**src/rtl/bbc_ram.sv**
```systemverilog
`default_nettype none
// ----------------------------------------------------------------------------
// bbc_ram: generic single-write, single-read RAM
// One write port, one read port, read data registered.
// Read data holds while rd_en is low.
// ----------------------------------------------------------------------------
module bbc_ram #(
  parameter int WIDTH = 2,
  parameter int DEPTH = 32,
  localparam int AW = (DEPTH > 1) ? $clog2(DEPTH) : 1
) (
  input  wire logic             clk,
  input  wire logic             wr_en,
  input  wire logic [AW-1:0]    wr_addr,
  input  wire logic [WIDTH-1:0] wr_data,
  input  wire logic             rd_en,
  input  wire logic [AW-1:0]    rd_addr,
  output logic      [WIDTH-1:0] rd_data
);

  logic [WIDTH-1:0] mem [DEPTH];

  always_ff @(posedge clk) begin
    if (wr_en) begin
      mem[wr_addr] <= wr_data;
    end
    if (rd_en) begin
      rd_data <= mem[rd_addr];
    end
  end

endmodule
`default_nettype wire

```
**config.mk**
```make
export PLATFORM = sky130hd
export DESIGN_NAME = bbc_ram
export DESIGN_NICKNAME = d
export VERILOG_FILES = /design/src/rtl/bbc_ram.sv
export SDC_FILE = /design/constraint.sdc
export NUM_CORES = 1
export LEC_CHECK = 0
export BUFFER_PORTS_ARGS = -buffer_cell sky130_fd_sc_hd__buf_2
export CAP_MARGIN = 10
export CORE_ASPECT_RATIO = 1.1
export CORE_MARGIN = 2
export CORE_UTILIZATION = 41
export CTS_CLUSTER_SIZE = 24
export DETAILED_ROUTE_END_ITERATION = 16
export GPL_ROUTABILITY_DRIVEN = 0
export PLACE_DENSITY = 0.71
export SETUP_SLACK_MARGIN = 0.5
export SLEW_MARGIN = 5
export SYNTH_ARGS = -nofsm -noshare
export SYNTH_HDL_FRONTEND = slang
export SYNTH_SLANG_ARGS = --single-unit
```
**constraint.sdc**
```tcl
create_clock -name clk -period 1.5 [get_ports clk]
set_input_delay 0.225 -clock clk [delete_from_list [all_inputs] [get_ports clk]]
set_output_delay 0.225 -clock clk [all_outputs]
set_load 0.005 [all_outputs]
```
# Word level (Yosys, flattened, before mapping)

Memories as Yosys holds them, arrays and structs flattened. A register that Yosys moved wholly into a read port is not among the register bits.
Cells that the tools add are included.

Add/subtract/negate cells: 0
$mul: 0
Divide/modulo/power cells: 0
Order comparisons: 0
Equal/unequal tests: 0
Shifts and indexed selects: 0
Mux-type cells: 2
Bitwise operators: 0
Reduce and logical (&&, ||, !) cells: 0

Operators with widths:

| operator | count |
|---|---|
| $mux 1   | 2 |

Register bits: 0
Latch bits: 0
Bits in writable memories: 64
ROM bits: 0
Bits of input ports: 15
Output and inout port bits: 2
Memories kept: 1

Memory list:

| memory | words | width | rd ports | clocked after Yosys merged registers in | wr ports | RTL line | source |
|---|---|---|---|---|---|---|---|
| mem    | 32    | 2     | 1        | 1                                       | 1        | 21       | `logic [WIDTH-1:0] mem [DEPTH];` |

# Logic depth before layout (Yosys ltp)

Depth in word-level cells: 2
Mapped depth: 7
Depth with buffers taken out: 5

# Worst setup path before layout

No wires, ideal clock.

Path type: in2reg
From: input port rd_addr[0]
To: register rd_data[0] (read register of mem) (data pin)
Library setup time: 0.269 ns
Arrival time: 1.124 ns
Required time: 1.231 ns
Path slack: 0.107 ns
Stages on the path: 7
Path buffers: 3
Path through: buf_6 > buf_8 > buf_6 > mux2i_1 > a22oi_1 > a31oi_1 > o311ai_1

RTL lines:

| element         | RTL line | source |
|---|---|---|
| start, declared | 17       | `input wire logic [AW-1:0] rd_addr,` |
| end, declared   | 18       | `output logic [WIDTH-1:0] rd_data` |

==> results.md <==
* Non-Filler Instances at between 300 and 400
* Via count at 1629
* Tightest Hold Check Type: in -> reg
* DIE AREA at 7510 um2
* Worst Setup End Kind: flip-flop
* Routed Antenna Nets at 0
* Grt total ovfl at 0
* Final hold slack at about 0.14 ns
* Clock buffer depth at 2
* # Post-CTS Setup Buffers at 0
* # clock sinks at 66
* Clock skew at between 0.004 and 0.005 ns
* Die H at 90.7 um
* DR iter-0 viols at ~140
* Hold Vio Cnt, Final at 0
* Synth Register Bits at 66
* Drt total wl at between 5000 and 6000 um
* Worst path slowest cell: edfxtp_1
* Final Instance Area at around 3300 um2
* Die W at 82.8 um
* Via-to-Cell Ratio at around 5.4
* P per Cell Area at 1110 nW/um2
* RSZ-0062 raised after global routing: yes
* Synth Cell Area at 2800 um2
* Max-slew violation count at 0
* Slowest cell delay on critical path at about 0.36 ns
* Ys Warns at 0
* Worst rel slew slack at 65.1%
* Vias in the first global route at 1677
* Clock latency on the worst-skew pair at ~0.34 ns
* TritonCTS clock tree: built
* Core area at 6590 um2
* Max Cap Viol at 0
* Std cell rows at 31
* Overall Global Routing Usage at between 10% and 20%
* Total iterations of the first detailed-routing run at 4
* Reg clk slew, reported paths at around 0.070 ns
* Cells after DPL at between 200 and 300
* Largest net degree at the start of global routing at 33
* DP HPWL at 3660 um
* Residual DRC at 0
* Synth Instances at roughly 190
* Initial antenna violation count at 0
* Starting Density at 42.5%
* Fmax at 702 MHz
* Hold Buf Count CTS at 0
* Sequential fraction of the synthesis area at between 70% and 80%
* Clock buffer count from CTS at 9
* PortBufs at 16
* Critical Path, Cell by Cell: mux2i_1 -> a22oi_1 -> and4b_1 -> a31oi_2 -> o311ai_1
* Setup TNS at 0 ns
* Worst-path maximum fanout at 1
* Worst Slack Setup Final at 0.0754 ns
* Unique masters post-synth at 22
* Root Driver: clkbuf_8
* First-pass GRT wire length at roughly 8500 um
* Status: completed
* Worst Path Required at ~1.6 ns
* Synth Area per Inst at roughly 15 um2
* H-tree depth at 3
* Max VDD drop at 396 uV
* Area grow syn2layout at 19.4%
* Mapped Nets at 200
* Tcrit/Tclk final at a little over nine tenths
* Worst setup SP type: flip-flop
* Final net count at 232
* Leak at 1.14 nW
* Antenna diodes at 0
* IO Pins at 17
* Final setup fails at 0
* CP Class: reg -> reg
* Filler Cell Count at 572
* Slew @ Worst Pin at approximately 0.52 ns
* Layout cells sized above 1 at between 20% and 30%
* Crit path DAT at around 1.5 ns
* Tmin final at ~1.4 ns
* Drt wl/cell at around 18 um
* Placed cell areas at around 3200 um2
* Pre-CTS WS at -0.0829 ns
## cells by family after synthesis
logic type      after synthesis  share of synthesized area, %
flops                        66                          70.7
compound gates               20                          5.18
buf+inv                       8                          2.41
simple gates                 59                          10.3
mux                          32                          11.4
## area by class of cell
type	instances	area (um2)	share of cell area [%]
sequential	66	1980	59.2
timing repair buffer	29	206	6.17
clock buffer	9	124	3.70
tap	82	103	3.07
multi-input combinational	111	872	26.1
clock inverter	7	60.1	1.79
## registers in the layout, summed over array words and instances (netlist names)
signal / cells
mem: 64
rd_data: 2
## through the flow
step,power [mW],util (%)
after floorplan,2.26,-
after global placement,2.37,47.8
after detailed placement,2.38,47.8
after CTS,3.75,50.6
after global routing,3.84,50.8
final,3.72,50.8
## repair_timing
item                                   in CTS  in global routing
endpoints found under the hold margin       0                  0
pin swaps                                   4                  4
setup endpoints to repair                   4                 19
resized for setup                           0                  2
## final timing paths
kind,start,to,slack [ns],depth (start not counted)
worst max-delay path,mem[11][1],rd_data[1],0.08,5
worst min-delay path,rd_en,rd_data[1],0.14,1
worst max register to register,mem[11][1],rd_data[1],0.08,5
worst min register to register,mem[24][0],rd_data[0],0.68,4
## cells in the mapped netlist, drive strengths merged
cell,count,share of area (%)
mux2i,32,11
clkbuf,3,0.49
and4b,2,0.71
or3,1,0.22
nor2b,2,0.45
nand4b,2,0.63
edfxtp,66,71
nand3,2,0.36
buf,5,1.9
a31oi,2,0.45
o311ai,2,0.63
and2,1,0.22
nor2,35,4.8
nand2,7,0.94
a21oi,2,0.36
a22oi,14,3.7
nand3b,5,1.3
or3b,2,0.63
## where the power goes
group	switching (mW)	internal [mW]	total [mW]
Sequential	0.00678	2.06	2.06
Clock	0.633	0.746	1.38
Combinational	0.166	0.111	0.277
Total	0.806	2.91	3.72
## per-layer routing
metal  track usage (%)  vias to the layer above  share of wire, %
met5                 0                        -                 0
met4              6.97                        0               1.8
met3              4.66                       10               5.0
met2              23.7                       48                49
met1              19.5                      795                44
li1                  -                      776                 -
## layout by cell type (no fill, tap or decap)
cell	instances
nand4b_1	2
clkinv_1	2
nor2b_1	2
clkinv_2	3
or3_4	1
buf_4	10
nor2_4	14
bufinv_16	1
or3b_4	1
clkbuf_8	9
nand3_1	2
a31oi_1	1
or3b_1	1
nand3b_1	5
a21oi_1	2
and2_1	1
mux2i_1	32
buf_6	1
o311ai_1	2
edfxtp_1	66
buf_12	2
a22oi_1	14
clkinvlp_4	1
and4b_1	2
nor2_2	1
a31oi_2	1
nand2_1	7
buf_2	16
nor2_1	20
## worst max-delay path, delay by kind of cell, from the launching register on
kind	cells	cell delay [ns]
multiplexers	1	0.20
AND/OR/NAND/NOR	1	0.20
flip-flops	1	0.36
AO/OA/AOI/OAI	3	0.40
Power figures use the tool's default switching activity.
